`src/rtl/core/hsf_pkg.sv`:
```
// ----------------------------------------------------------------------------
// hsf_pkg
// Shared types and constants of the hotkey sequence filter: hold store
// sizing, result kinds, configuration register indexes and the entry
// format of the queue between the front and the back.
// ----------------------------------------------------------------------------
`default_nettype none

package hsf_pkg;

    // Hold store sizing.
    localparam int HOLD_DEPTH = 4;
    localparam int CNT_W      = $clog2(HOLD_DEPTH + 1);
    localparam int IDX_W      = (HOLD_DEPTH > 1) ? $clog2(HOLD_DEPTH) : 1;

    // Field widths.
    localparam int CODE_W = 8;
    localparam int KEY_W  = 7;
    localparam int KIND_W = 2;

    // Queue between front and back.
    localparam int QUEUE_DEPTH = 2;
    localparam int QPTR_W      = $clog2(QUEUE_DEPTH);
    localparam int QCNT_W      = $clog2(QUEUE_DEPTH + 1);

    // Result kinds.
    localparam logic [KIND_W-1:0] KIND_FWD  = 2'd0;
    localparam logic [KIND_W-1:0] KIND_PREV = 2'd1;
    localparam logic [KIND_W-1:0] KIND_NEXT = 2'd2;
    localparam logic [KIND_W-1:0] KIND_MENU = 2'd3;

    // Configuration register indexes.
    localparam int CFG_IDX_W = 2;
    localparam logic [CFG_IDX_W-1:0] CFG_MODIFIER = 2'd0;
    localparam logic [CFG_IDX_W-1:0] CFG_PREV     = 2'd1;
    localparam logic [CFG_IDX_W-1:0] CFG_NEXT     = 2'd2;
    localparam logic [CFG_IDX_W-1:0] CFG_MENU     = 2'd3;

    // Reset values of the key codes.
    localparam logic [KEY_W-1:0] RST_MODIFIER = 7'h38;
    localparam logic [KEY_W-1:0] RST_PREV     = 7'h02;
    localparam logic [KEY_W-1:0] RST_NEXT     = 7'h03;
    localparam logic [KEY_W-1:0] RST_MENU     = 7'h29;

    // Key codes as seen by the matcher.
    typedef struct packed {
        logic [KEY_W-1:0] modifier;
        logic [KEY_W-1:0] prev;
        logic [KEY_W-1:0] next;
        logic [KEY_W-1:0] menu;
    } t_cfg;

    // One queued result.
    typedef struct packed {
        logic [KIND_W-1:0] kind;
        logic [CODE_W-1:0] code;
        logic              last;
    } t_cmd;

    // Queue status seen by the front and the back.
    typedef struct packed {
        logic full;
        logic empty;
    } t_q_status;

endpackage

`default_nettype wire

```
`src/rtl/core/hsf_front.sv`:
```
// ----------------------------------------------------------------------------
// hsf_front
// Accepts scancodes, runs the sequence matcher, keeps the hold store and
// issues one queue entry per cycle while the queue is not full, for replays and console actions.
// ----------------------------------------------------------------------------
`default_nettype none

module hsf_front (
    input  wire logic                       i_clk,
    input  wire logic                       i_rst_n,
    input  wire hsf_pkg::t_cfg              i_cfg,
    input  wire logic                       i_valid,
    input  wire logic [hsf_pkg::CODE_W-1:0] i_scancode,
    output logic                            o_stall,
    input  wire logic                       i_q_full,
    output logic                            o_push,
    output hsf_pkg::t_cmd                   o_cmd
);

    typedef enum logic [1:0] {
        S_IDLE,
        S_REPLAY,
        S_ACTION
    } t_state;

    typedef enum logic [2:0] {
        M_START,
        M_MOD,
        M_PREV_DN,
        M_NEXT_DN,
        M_MENU_DN,
        M_PREV_UP,
        M_NEXT_UP,
        M_MENU_UP
    } t_mode;

    t_state r_state, n_state;
    t_mode  r_mode,  n_mode;
    logic [hsf_pkg::CNT_W-1:0]  r_count, n_count;
    logic [hsf_pkg::IDX_W-1:0]  r_idx,   n_idx;
    logic [hsf_pkg::KIND_W-1:0] r_kind,  n_kind;
    logic [hsf_pkg::CODE_W-1:0] r_held [hsf_pkg::HOLD_DEPTH];

    logic accept;
    logic room;
    logic store;
    logic replay_last;
    logic [hsf_pkg::CODE_W-1:0] mod_dn, mod_up, prev_dn, prev_up;
    logic [hsf_pkg::CODE_W-1:0] next_dn, next_up, menu_dn, menu_up;
    logic m_adv;
    logic m_done;
    t_mode m_mode;
    logic [hsf_pkg::KIND_W-1:0] m_kind;

    assign accept = i_valid && !o_stall;
    assign room   = r_count < hsf_pkg::CNT_W'(hsf_pkg::HOLD_DEPTH);
    assign store  = accept && room;

    // Full scancodes of each key, press and release.
    assign mod_dn  = {1'b0, i_cfg.modifier};
    assign mod_up  = {1'b1, i_cfg.modifier};
    assign prev_dn = {1'b0, i_cfg.prev};
    assign prev_up = {1'b1, i_cfg.prev};
    assign next_dn = {1'b0, i_cfg.next};
    assign next_up = {1'b1, i_cfg.next};
    assign menu_dn = {1'b0, i_cfg.menu};
    assign menu_up = {1'b1, i_cfg.menu};

    // Classify the incoming code against the current match step.
    always_comb begin
        m_adv  = 1'b0;
        m_done = 1'b0;
        m_mode = M_START;
        m_kind = hsf_pkg::KIND_FWD;
        unique case (r_mode)
            M_START: begin
                if (i_scancode == mod_dn) begin
                    m_adv  = 1'b1;
                    m_mode = M_MOD;
                end
            end
            M_MOD: begin
                priority if (i_scancode == prev_dn) begin
                    m_adv  = 1'b1;
                    m_mode = M_PREV_DN;
                end else if (i_scancode == next_dn) begin
                    m_adv  = 1'b1;
                    m_mode = M_NEXT_DN;
                end else if (i_scancode == menu_dn) begin
                    m_adv  = 1'b1;
                    m_mode = M_MENU_DN;
                end
            end
            M_PREV_DN: begin
                if (i_scancode == prev_up) begin
                    m_adv  = 1'b1;
                    m_mode = M_PREV_UP;
                end
            end
            M_NEXT_DN: begin
                if (i_scancode == next_up) begin
                    m_adv  = 1'b1;
                    m_mode = M_NEXT_UP;
                end
            end
            M_MENU_DN: begin
                if (i_scancode == menu_up) begin
                    m_adv  = 1'b1;
                    m_mode = M_MENU_UP;
                end
            end
            M_PREV_UP: begin
                m_done = (i_scancode == mod_up);
                m_kind = hsf_pkg::KIND_PREV;
            end
            M_NEXT_UP: begin
                m_done = (i_scancode == mod_up);
                m_kind = hsf_pkg::KIND_NEXT;
            end
            M_MENU_UP: begin
                m_done = (i_scancode == mod_up);
                m_kind = hsf_pkg::KIND_MENU;
            end
            default: ;
        endcase
    end

    assign replay_last = (hsf_pkg::CNT_W'(r_idx) + hsf_pkg::CNT_W'(1)) == r_count;

    // Next state of the sequencer.
    always_comb begin
        n_state = r_state;
        n_mode  = r_mode;
        n_count = r_count;
        n_idx   = r_idx;
        n_kind  = r_kind;
        o_push  = 1'b0;
        o_cmd   = '0;
        unique case (r_state)
            S_IDLE: begin
                if (accept) begin
                    n_count = room ? r_count + hsf_pkg::CNT_W'(1) : r_count;
                    priority if (m_adv) begin
                        n_mode = m_mode;
                    end else if (m_done) begin
                        n_mode  = M_START;
                        n_count = '0;
                        n_kind  = m_kind;
                        n_state = S_ACTION;
                    end else begin
                        n_mode  = M_START;
                        n_idx   = '0;
                        n_state = S_REPLAY;
                    end
                end
            end
            S_REPLAY: begin
                o_cmd.kind = hsf_pkg::KIND_FWD;
                o_cmd.code = r_held[r_idx];
                o_cmd.last = replay_last;
                if (!i_q_full) begin
                    o_push = 1'b1;
                    n_idx  = r_idx + hsf_pkg::IDX_W'(1);
                    if (replay_last) begin
                        n_count = '0;
                        n_state = S_IDLE;
                    end
                end
            end
            S_ACTION: begin
                o_cmd.kind = r_kind;
                o_cmd.code = '0;
                o_cmd.last = 1'b1;
                if (!i_q_full) begin
                    o_push  = 1'b1;
                    n_state = S_IDLE;
                end
            end
            default: n_state = S_IDLE;
        endcase
    end

    // Sequencer registers and hold store.
    always_ff @(posedge i_clk) begin
        if (!i_rst_n) begin
            r_state <= S_IDLE;
            r_mode  <= M_START;
            r_count <= '0;
            r_idx   <= '0;
        end else begin
            r_state <= n_state;
            r_mode  <= n_mode;
            r_count <= n_count;
            r_idx   <= n_idx;
        end
        r_kind <= n_kind;
        if (store) begin
            r_held[r_count[hsf_pkg::IDX_W-1:0]] <= i_scancode;
        end
    end

    // New codes are taken only while no replay or action is being issued.
    assign o_stall = (r_state != S_IDLE) || !i_rst_n;

endmodule

`default_nettype wire

```
`src/rtl/core/hsf_queue.sv`:
```
// ----------------------------------------------------------------------------
// hsf_queue
// Short first-in first-out queue of results between the front and the back.
// ----------------------------------------------------------------------------
`default_nettype none

module hsf_queue (
    input  wire logic          i_clk,
    input  wire logic          i_rst_n,
    input  wire logic          i_push,
    input  wire hsf_pkg::t_cmd i_cmd,
    input  wire logic          i_pop,
    output hsf_pkg::t_cmd      o_cmd,
    output hsf_pkg::t_q_status o_status
);

    hsf_pkg::t_cmd r_mem [hsf_pkg::QUEUE_DEPTH];
    logic [hsf_pkg::QPTR_W-1:0] r_wr_ptr, r_rd_ptr;
    logic [hsf_pkg::QCNT_W-1:0] r_fill;
    logic do_push, do_pop;

    assign o_status.full  = r_fill == hsf_pkg::QCNT_W'(hsf_pkg::QUEUE_DEPTH);
    assign o_status.empty = r_fill == '0;
    assign do_push        = i_push && !o_status.full;
    assign do_pop         = i_pop && !o_status.empty;
    assign o_cmd          = r_mem[r_rd_ptr];

    // Pointers and fill level.
    always_ff @(posedge i_clk) begin
        if (!i_rst_n) begin
            r_wr_ptr <= '0;
            r_rd_ptr <= '0;
            r_fill   <= '0;
        end else begin
            if (do_push) begin
                r_wr_ptr <= r_wr_ptr + hsf_pkg::QPTR_W'(1);
            end
            if (do_pop) begin
                r_rd_ptr <= r_rd_ptr + hsf_pkg::QPTR_W'(1);
            end
            unique case ({do_push, do_pop})
                2'b10:   r_fill <= r_fill + hsf_pkg::QCNT_W'(1);
                2'b01:   r_fill <= r_fill - hsf_pkg::QCNT_W'(1);
                default: r_fill <= r_fill;
            endcase
        end
    end

    // Entry storage.
    always_ff @(posedge i_clk) begin
        if (do_push) begin
            r_mem[r_wr_ptr] <= i_cmd;
        end
    end

endmodule

`default_nettype wire

```
`src/rtl/core/hsf_back.sv`:
```
// ----------------------------------------------------------------------------
// hsf_back
// Takes results from the queue, formats them and holds them in the output
// register until the receiver takes the transfer.
// ----------------------------------------------------------------------------
`default_nettype none

module hsf_back (
    input  wire logic                       i_clk,
    input  wire logic                       i_rst_n,
    input  wire logic                       i_q_empty,
    input  wire hsf_pkg::t_cmd              i_cmd,
    output logic                            o_pop,
    output logic                            o_valid,
    input  wire logic                       i_stall,
    output logic [hsf_pkg::KIND_W-1:0]      o_result_kind,
    output logic [hsf_pkg::CODE_W-1:0]      o_code_out,
    output logic                            o_last
);

    logic r_valid;
    logic [hsf_pkg::KIND_W-1:0] r_kind;
    logic [hsf_pkg::CODE_W-1:0] r_code;
    logic r_last;

    // Load a new result when the output register is empty or being drained.
    assign o_pop = !i_q_empty && (!r_valid || !i_stall);

    always_ff @(posedge i_clk) begin
        if (!i_rst_n) begin
            r_valid <= 1'b0;
        end else if (o_pop) begin
            r_valid <= 1'b1;
        end else if (!i_stall) begin
            r_valid <= 1'b0;
        end
        if (o_pop) begin
            r_kind <= i_cmd.kind;
            r_code <= (i_cmd.kind == hsf_pkg::KIND_FWD) ? i_cmd.code : '0;
            r_last <= i_cmd.last;
        end
    end

    assign o_valid       = r_valid;
    assign o_result_kind = r_kind;
    assign o_code_out    = r_code;
    assign o_last        = r_last;

endmodule

`default_nettype wire

```
`src/rtl/core/hotkey_sequence_filter_core.sv`:
```
// ----------------------------------------------------------------------------
// hotkey_sequence_filter_core
// Scancode filter that turns a modifier plus prev, next or menu key sequence
// into a console action and forwards every other scancode unchanged.
// ----------------------------------------------------------------------------
// Flow: a scancode that extends a partial match is taken and the next one
// may follow straight away. A completed sequence occupies the front while it
// accepts the final code and then issues the action. A mismatch occupies it
// while it accepts the code and then replays every held code in order. The
// front sequencer issues one result per cycle into a two-entry queue while
// the queue is not full; the back drains that queue into the output
// register at one transfer per cycle while the receiver does not stall.
// Once a stalling receiver has let the queue fill, the front waits for as
// long as the queue stays full. The user must write key codes through the
// configuration port only while idle; the block itself does not enforce it.
// ----------------------------------------------------------------------------
`default_nettype none

module hotkey_sequence_filter_core (
    input  wire logic                          i_clk,
    input  wire logic                          i_rst_n,
    input  wire logic                          i_cfg_we,
    input  wire logic [hsf_pkg::CFG_IDX_W-1:0] i_cfg_idx,
    input  wire logic [hsf_pkg::KEY_W-1:0]     i_cfg_data,
    input  wire logic                          i_valid,
    output logic                               o_stall,
    input  wire logic [hsf_pkg::CODE_W-1:0]    i_scancode,
    output logic                               o_valid,
    input  wire logic                          i_stall,
    output logic [hsf_pkg::KIND_W-1:0]         o_result_kind,
    output logic [hsf_pkg::CODE_W-1:0]         o_code_out,
    output logic                               o_last
);

    hsf_pkg::t_cfg      r_cfg;
    hsf_pkg::t_q_status q_status;
    hsf_pkg::t_cmd      push_cmd;
    hsf_pkg::t_cmd      head_cmd;
    logic               push;
    logic               pop;

    // Key code registers.
    always_ff @(posedge i_clk) begin
        if (!i_rst_n) begin
            r_cfg.modifier <= hsf_pkg::RST_MODIFIER;
            r_cfg.prev     <= hsf_pkg::RST_PREV;
            r_cfg.next     <= hsf_pkg::RST_NEXT;
            r_cfg.menu     <= hsf_pkg::RST_MENU;
        end else if (i_cfg_we) begin
            unique case (i_cfg_idx)
                hsf_pkg::CFG_MODIFIER: r_cfg.modifier <= i_cfg_data;
                hsf_pkg::CFG_PREV:     r_cfg.prev     <= i_cfg_data;
                hsf_pkg::CFG_NEXT:     r_cfg.next     <= i_cfg_data;
                hsf_pkg::CFG_MENU:     r_cfg.menu     <= i_cfg_data;
                default: ;
            endcase
        end
    end

    // Front: matcher, hold store and result sequencer.
    hsf_front u_front (
        .i_clk      (i_clk),
        .i_rst_n    (i_rst_n),
        .i_cfg      (r_cfg),
        .i_valid    (i_valid),
        .i_scancode (i_scancode),
        .o_stall    (o_stall),
        .i_q_full   (q_status.full),
        .o_push     (push),
        .o_cmd      (push_cmd)
    );

    // Queue between front and back.
    hsf_queue u_queue (
        .i_clk    (i_clk),
        .i_rst_n  (i_rst_n),
        .i_push   (push),
        .i_cmd    (push_cmd),
        .i_pop    (pop),
        .o_cmd    (head_cmd),
        .o_status (q_status)
    );

    // Back: output register.
    hsf_back u_back (
        .i_clk         (i_clk),
        .i_rst_n       (i_rst_n),
        .i_q_empty     (q_status.empty),
        .i_cmd         (head_cmd),
        .o_pop         (pop),
        .o_valid       (o_valid),
        .i_stall       (i_stall),
        .o_result_kind (o_result_kind),
        .o_code_out    (o_code_out),
        .o_last        (o_last)
    );

endmodule

`default_nettype wire

```
`config.mk`:
```
export PLATFORM = sky130hd
export DESIGN_NAME = hotkey_sequence_filter_core
export DESIGN_NICKNAME = d
export VERILOG_FILES = /design/src/rtl/core/hsf_pkg.sv /design/src/rtl/core/hsf_front.sv /design/src/rtl/core/hsf_queue.sv /design/src/rtl/core/hsf_back.sv /design/src/rtl/core/hotkey_sequence_filter_core.sv
export SDC_FILE = /design/constraint.sdc
export NUM_CORES = 1
export LEC_CHECK = 0
export BUFFER_PORTS_ARGS = -buffer_cell sky130_fd_sc_hd__buf_4
export CAP_MARGIN = 20
export CELL_PAD_IN_SITES_DETAIL_PLACEMENT = 1
export CELL_PAD_IN_SITES_GLOBAL_PLACEMENT = 1
export CORE_UTILIZATION = 49
export DETAILED_ROUTE_END_ITERATION = 10
export PLACE_DENSITY_LB_ADDON = 0.1
export RECOVER_POWER = 50
export SYNTH_ARGS = -nofsm -noshare
export SYNTH_HDL_FRONTEND = slang
export SYNTH_SLANG_ARGS = --single-unit
```
`constraint.sdc`:
```
create_clock -name i_clk -period 2.6 [get_ports i_clk]
set_input_delay 0.26 -clock i_clk [delete_from_list [all_inputs] [get_ports i_clk]]
set_output_delay 0.26 -clock i_clk [all_outputs]
set_load 0.03 [all_outputs]
```
==> metrics.csv, run 1 <==
metric;value;unit
area of the multi-input gates;1997;µm²
crit path buf inv count;1;
largest net degree at the start of global routing;29;
RSZ-0062 raised after global routing;no;
Residual DRC;0;
critical path's largest stage delay;0.39;ns
CTS Root Cell;clkbuf_8;
Critical Path Fanout Max;9;
Layout Cells excl Fill;585;
die height;103.4;µm
mux share of post-synthesis cell area;0.09806;
Layout area overhead;16.53;%
Clock power frac;0.394;
Initial DRC Count;101;
Post-Syn Instances;397;
# diodes;0;
routed length per instance;19.20;µm
TritonCTS Sinks;113;
Max VDD drop;0.0004630;V
initial antenna violation count;0;
post-synth top area share;0.3992;
CP endpoint kind;register;
min Tclk post-route;2.399;ns
most common cell in the netlist;edfxtp_1;
register area;2933;µm²
synthesized area;5040;µm²
#FFs+latches synth;113;
synth unique cells;56;
main combinational cell family by area after synthesis;simple AND/OR/NAND/NOR gates;
Clock Tree Buf Depth;2;
Post-Synth XOR/XNOR Area;0.05909;
site row count;36;
post-layout util;0.5954;
startpoint type of the worst setup path;register;
top cells by count, synth;edfxtp_1, dfxtp_1, nand2_1, mux2i_1, xor2_1;
# port buffers;34;
Seq pwr share;0.415;
Vias;3235;
slowest stage cell, crit path;ha_1;
worst skew pair latency;0.51;ns
class of the worst hold path;in -> reg;
WP data arrival;2.82;ns
Tcrit/Tclk final;0.9226;
Worst EP required;3.02;ns
# fillers;1002;
Antenna Nets Post-Route;0;
Synth Flop Type;edfxtp_1;
CP Cell Sequence;inv_1 -> ha_1 -> nand3_1 -> a31oi_1 -> o311ai_4 -> o31ai_4 -> mux2i_1;
Synth Area in Compound Gates;0.06778;
family with the most delay on the worst path;compound AO/OA/AOI/OAI gates;
Cell Int Power;3919;µW
H-tree lvl count;4;
gr usage total;0.2363;
syn nets;428;
NetSw;1584;µW
Synth Area in Adders;0.02234;
syn_area_per_cell;12.69;µm²
crit path kind;reg -> reg;
share of total power in combinational logic;0.191;
nets;470;
layout cells sized above 1;0.1372;
first-pass GRT wire length;18160;µm
asr flop ratio synth;0;
post_cts resized;0;
Die ar.;10690;µm²
status;finished, final reports clean;
r2r setup slk;0.20;ns
top post-synthesis cells by area;edfxtp_1, dfxtp_1, mux2i_1;
HPWL after detailed placement;7417;µm
Die Width;103.4;µm
area leader, netlist;edfxtp_1;
Slew Viols, Final;0;
Final Hold Fails;0;
CTS tree;done;
leakage;0.002106;µW
# IOs;35;
TritonCTS Buffers;17;
final setup TNS;0;ns
Core Area;9864;µm²
drt via density;5.530;
initial core utilization;0.5109;
Rel. slew slack;0.4910;
Setup Viol. Count Final;0;
global route overflow;0;
Clock Skew;0.01107;ns
CTS clk-pin slew, worst paths;0.06;ns
Max-Cap Viols;0;
Power Density;937.0;nW/µm²
Post-synth EDFFs;67;
detailed-router iteration count before antenna repair;4;
Yosys warning count;0;
worst slew pin tran;0.7635;ns
Peak Freq;416.9;MHz
simple-gate share of the synthesized area;0.1490;
Switching Share;0.2878;
routed wire length;11230;µm
post-synthesis sequential area ratio;0.5819;
Post-Place Cells;552;
gpl congestion;0.8281;
vias in the first global route;3525;
==> power groups by stage <==
stage          Clock [µW]  Sequential (µW)  Combinational [µW]
6_report             2170             2290                1050
3_5_place_dp            0             2320                1110
4_1_cts              2190             2290                1140
2_1_floorplan           0             2410                 666
5_1_grt              2260             2320                1150
3_3_place_gp            0             2300                1070
==> per-layer routing <==
layer | up-vias | GRT usage | wire length (µm)
met1 | 1634 | 0.2624 | 4617
met5 | - | 0 | 0
met4 | 0 | 0.1138 | 288
met3 | 28 | 0.04301 | 272
met2 | 54 | 0.4350 | 6052
li1 | 1519 | - | -
==> timing repair <==
item | CTS | global route
endpoints found under the setup margin | 0 | 0
buffers inserted | 0 | 0
endpoints found under the hold margin | 2 | 0
hold buffers | 1 | 0
==> metrics by stage <==
| step | area (µm²) | total power, µW | setup WS, ns | hold slack (ns) |
|---|---|---|---|---|
| finish | 5873 | 5503 | 0.2011 | 0.009217 |
| global route | 5873 | 5729 | 0.03221 | 0.01784 |
| CTS | 5971 | 5622 | 0.2055 | 0.002388 |
| detailed placement | 5408 | 3431 | 0.3377 | 0.4723 |
| global placement | 5408 | 3376 | 0.3494 | 0.4633 |
| floorplan | 5040 | 3074 | 0.5190 | 0.3589 |
==> final cells by class <==
| class | count | share of cell area |
|---|---|---|
| well taps | 133 | 0.02833 |
| flip-flops and latches | 113 | 0.4994 |
| clock buffers | 20 | 0.07414 |
| multi-input cells | 262 | 0.3400 |
| clock inverters | 12 | 0.02003 |
| repair buffers | 40 | 0.03494 |
| inverters | 5 | 0.003196 |
==> registers in the layout, summed over array words and instances (netlist names), named ones only <==
register and cells:
u_queue.r_mem 22, u_back.o_code_out 8, u_queue.r_fill 2, u_queue.r_wr_ptr 1, u_front.r_count 3, u_back.o_valid 1, u_front.r_state 2, u_back.o_result_kind 2
u_front.r_mode 3, u_front.r_kind 2, u_front.r_held 32, r_cfg 28, u_back.o_last 1, u_front.r_idx 2, u_queue.r_rd_ptr 1
==> final timing paths <==
path | start | end | depth (start not counted)
worst max-delay path | u_front.r_state[1] | register | 7
worst min-delay path | i_cfg_data[5] | r_cfg[26] | 3
worst max register to register | u_front.r_state[1] | register | 7
worst min register to register | r_cfg[12] | r_cfg[12] | 2
==> placed cells by master (no fill, tap or decap), types with 3 or more instances in the layout <==
cell type | synthesis | routed
xnor2_1 | 11 | 11
xor2_1 | 23 | 23
o21ai_0 | 3 | 3
clkinv_2 | 0 | 6
nand2_1 | 43 | 43
inv_1 | 5 | 5
nor2b_1 | 20 | 20
dfxtp_1 | 46 | 46
edfxtp_1 | 67 | 67
and2_1 | 11 | 9
nand3b_1 | 3 | 3
a21oi_1 | 8 | 8
nor2_1 | 19 | 19
a21boi_0 | 11 | 11
mux4_2 | 8 | 8
buf_4 | 2 | 13
clkbuf_16 | 0 | 16
ha_1 | 9 | 9
nor3b_1 | 3 | 3
clkbuf_1 | 10 | 28
nor4_2 | 4 | 4
nand3_1 | 10 | 10
and3_1 | 5 | 5
mux2i_1 | 28 | 28
==> worst reg2reg max path: cells and delay by family (launching register included) <==
kind | cells | cell delay [ns]
AOI/OAI and AO/OA | 3 | 0.88
adders and majority gates | 1 | 0.39
buffers and inverters | 1 | 0.09
DFF | 1 | 0.35
muxes | 1 | 0.26
and+or+nand+nor | 1 | 0.34
==> cell families (layout without fill, tap and decap cells) <==
kind of cell	Yosys count	in the layout
flip-flops	113	113
adder cells (fa/ha/maj)	9	9
buffers and inverters	22	77
multiplexers	39	39
AND/OR/NAND/NOR	137	137
AO/OA/AOI/OAI	43	43
XOR/XNOR	34	34
Power figures use the tool's default switching activity.
==> run 2, diff against run 1 <==
CTS_CLUSTER_SIZE = 12   (was not set)
SYNTH_HIERARCHICAL = 1   (was not set)
==> run 2 against run 1 <==
Fmax up 2.0%. Via count increased by 4.1%. Cell area grew 2.5%. Power decreased by 2.4%. Core utilization fell by 0.97 points.
==> metrics.csv, run 2 <==
metric;value;unit
CP endpoint kind;register;
gr usage total;0.2251;
syn_area_per_cell;12.35;µm²
die height;104.9;µm
routed length per instance;18.36;µm
worst skew pair latency;0.52;ns
gpl congestion;0.8256;
vias in the first global route;3659;
Max VDD drop;0.0003155;V
Die ar.;11000;µm²
synthesized area;5186;µm²
Critical Path Fanout Max;11;
r2r setup slk;0.25;ns
Clock Skew;0.008378;ns
CP startpoint;u_front/r_state[0];
H-tree lvl count;4;
Residual DRC;0;
Hold EP;u_back/o_valid;
CTS Root Cell;clkbuf_8;
Post-synth EDFFs;67;
Antenna Nets Post-Route;0;
top cells by count, synth;edfxtp_1, dfxtp_1, nand2_1, mux2i_1, xnor2_1;
HPWL after detailed placement;8023;µm
register area;2933;µm²
area leader, netlist;edfxtp_1;
most common cell after layout, fill and taps aside;edfxtp_1;
Slew Viols, Final;0;
initial core utilization;0.5046;
area of the multi-input gates;2140;µm²
Yosys warning count;6;
final setup TNS;0;ns
site row count;37;
Tcrit/Tclk final;0.9049;
top post-synthesis cells by area;edfxtp_1, dfxtp_1, mux2i_1;
# IOs;35;
worst slew pin tran;1.049;ns
detailed-router iteration count before antenna repair;4;
leakage;0.002211;µW
Top cell by count, worst path;inv_1;
min Tclk post-route;2.353;ns
Worst EP required;2.76;ns
Reg2Reg Depth;6;
CTS tree;done;
Pwr Total;5373;µW
# diodes;0;
WP data arrival;2.51;ns
critical path's largest stage delay;0.46;ns
slowest stage cell, crit path;ha_1;
TritonCTS Sinks;113;
nets;494;
Rel. slew slack;0.3005;
Core Area;10280;µm²
Max-Cap Viols;0;
RR Startpoint;u_front/r_state[0];
min-delay src;i_stall;
Vias;3369;
Layout area overhead;16.07;%
asr flop ratio synth;0;
Clock Tree Buf Depth;2;
synth unique cells;59;
crit path kind;reg -> reg;
status;finished, final reports clean;
TritonCTS Buffers;17;
layout cells sized above 1;0.1576;
most common cell in the netlist;edfxtp_1;
post-synth top area share;0.3879;
drt via density;5.505;
Largest register FFs;32;
Initial DRC Count;136;
post-synthesis sequential area ratio;0.5655;
CTS clk-pin slew, worst paths;0.05;ns
class of the worst hold path;in -> reg;
routed wire length;11240;µm
# port buffers;34;
Peak Freq;425.0;MHz
hold path depth;3;
Post-Syn Instances;420;
Die Width;104.9;µm
Synth Flop Type;edfxtp_1;
initial antenna violation count;0;
# fillers;1034;
RSZ-0062 raised after global routing;no;
most frequent cells in the layout;edfxtp_1, dfxtp_1, nand2_1, mux2i_1, clkbuf_1;
global route overflow;0;
CP Cell Sequence;inv_1 -> ha_1 -> nor2b_1 -> inv_1 -> or3_1 -> inv_1;
Final Hold Fails;0;
#FFs+latches synth;113;
syn nets;451;
Setup Viol. Count Final;0;
first-pass GRT wire length;18490;µm
worst r2r dst;u_queue/r_mem[0][9];
startpoint type of the worst setup path;register;
largest net degree at the start of global routing;58;
Power Density;892.7;nW/µm²
-- run 2: worst max path at each step --
stage          slack (ns)  cells past startpoint             endpoint
2_1_floorplan        0.49                      5    u_queue/r_fill[1]
3_3_place_gp         0.43                      6  u_queue/r_mem[0][4]
3_5_place_dp         0.23                      6  u_queue/r_mem[0][5]
4_1_cts              0.21                      6  u_queue/r_mem[0][9]
5_1_grt              0.09                      6  u_queue/r_mem[0][6]
6_report             0.25                      6  u_queue/r_mem[0][9]
-- run 2: cells by family after synthesis --
| kind of cell | Yosys count | synth area share |
|---|---|---|
| AND/OR/NAND/NOR | 151 | 0.1655 |
| flip-flops | 113 | 0.5655 |
| multiplexers | 48 | 0.1146 |
| AO/OA/AOI/OAI | 39 | 0.05380 |
| XOR/XNOR | 34 | 0.05742 |
| buffers and inverters | 26 | 0.02147 |
| adder cells (fa/ha/maj) | 9 | 0.02171 |
-- run 2: final cells by class --
| type | count | share of cell area |
|---|---|---|
| Clock buffer | 25 | 0.08044 |
| Clock inverter | 7 | 0.006236 |
| Inverter | 10 | 0.006236 |
| Multi-Input combinational cell | 281 | 0.3554 |
| Sequential cell | 113 | 0.4872 |
| Tap cell | 136 | 0.02827 |
| Timing Repair Buffer | 40 | 0.03617 |
-- run 2: per-layer routing --
metal  track usage  wire [µm]  vias up
met5             0          0        -
met4        0.1177        277        0
met3       0.04866        360       19
met2        0.4078       6062       64
met1        0.2459       4537     1667
li1              -          -     1619
-- run 2: critical path, delay by kind of cell (launching register included) --
| family | cells | cell delay [ns] |
|---|---|---|
| adder cells (fa/ha/maj) | 1 | 0.46 |
| buffers and inverters | 3 | 0.53 |
| flip-flops | 1 | 0.38 |
| AND/OR/NAND/NOR | 2 | 0.64 |
-- run 2: metrics by stage --
stage | hold WS [ns] | util | setup slack [ns] | instance area, µm² | instances
6_report | 0.02713 | 0.5857 | 0.2473 | 6020 | 612
3_5_place_dp | 0.4668 | 0.5425 | 0.2272 | 5575 | 579
4_1_cts | 0.003920 | 0.5942 | 0.2138 | 6107 | 612
5_1_grt | 0.02813 | 0.5857 | 0.09271 | 6020 | 612
3_3_place_gp | 0.4565 | 0.5425 | 0.4332 | 5575 | 579
2_1_floorplan | 0.3589 | - | 0.4934 | 5186 | 420
-- run 2: repair_timing --
item	4_1_cts	5_1_grt
buffers inserted	0	0
gates resized for setup	0	0
endpoints found under the hold margin	4	0
hold buffers	1	0
-- run 2: report_power, final --
| part | switching, µW | internal, µW | total, µW |
|---|---|---|---|
| combinational | 665 | 382 | 1050 |
| clock | 753 | 1260 | 2010 |
| sequential | 135 | 2180 | 2320 |
| total | 1550 | 3820 | 5370 |
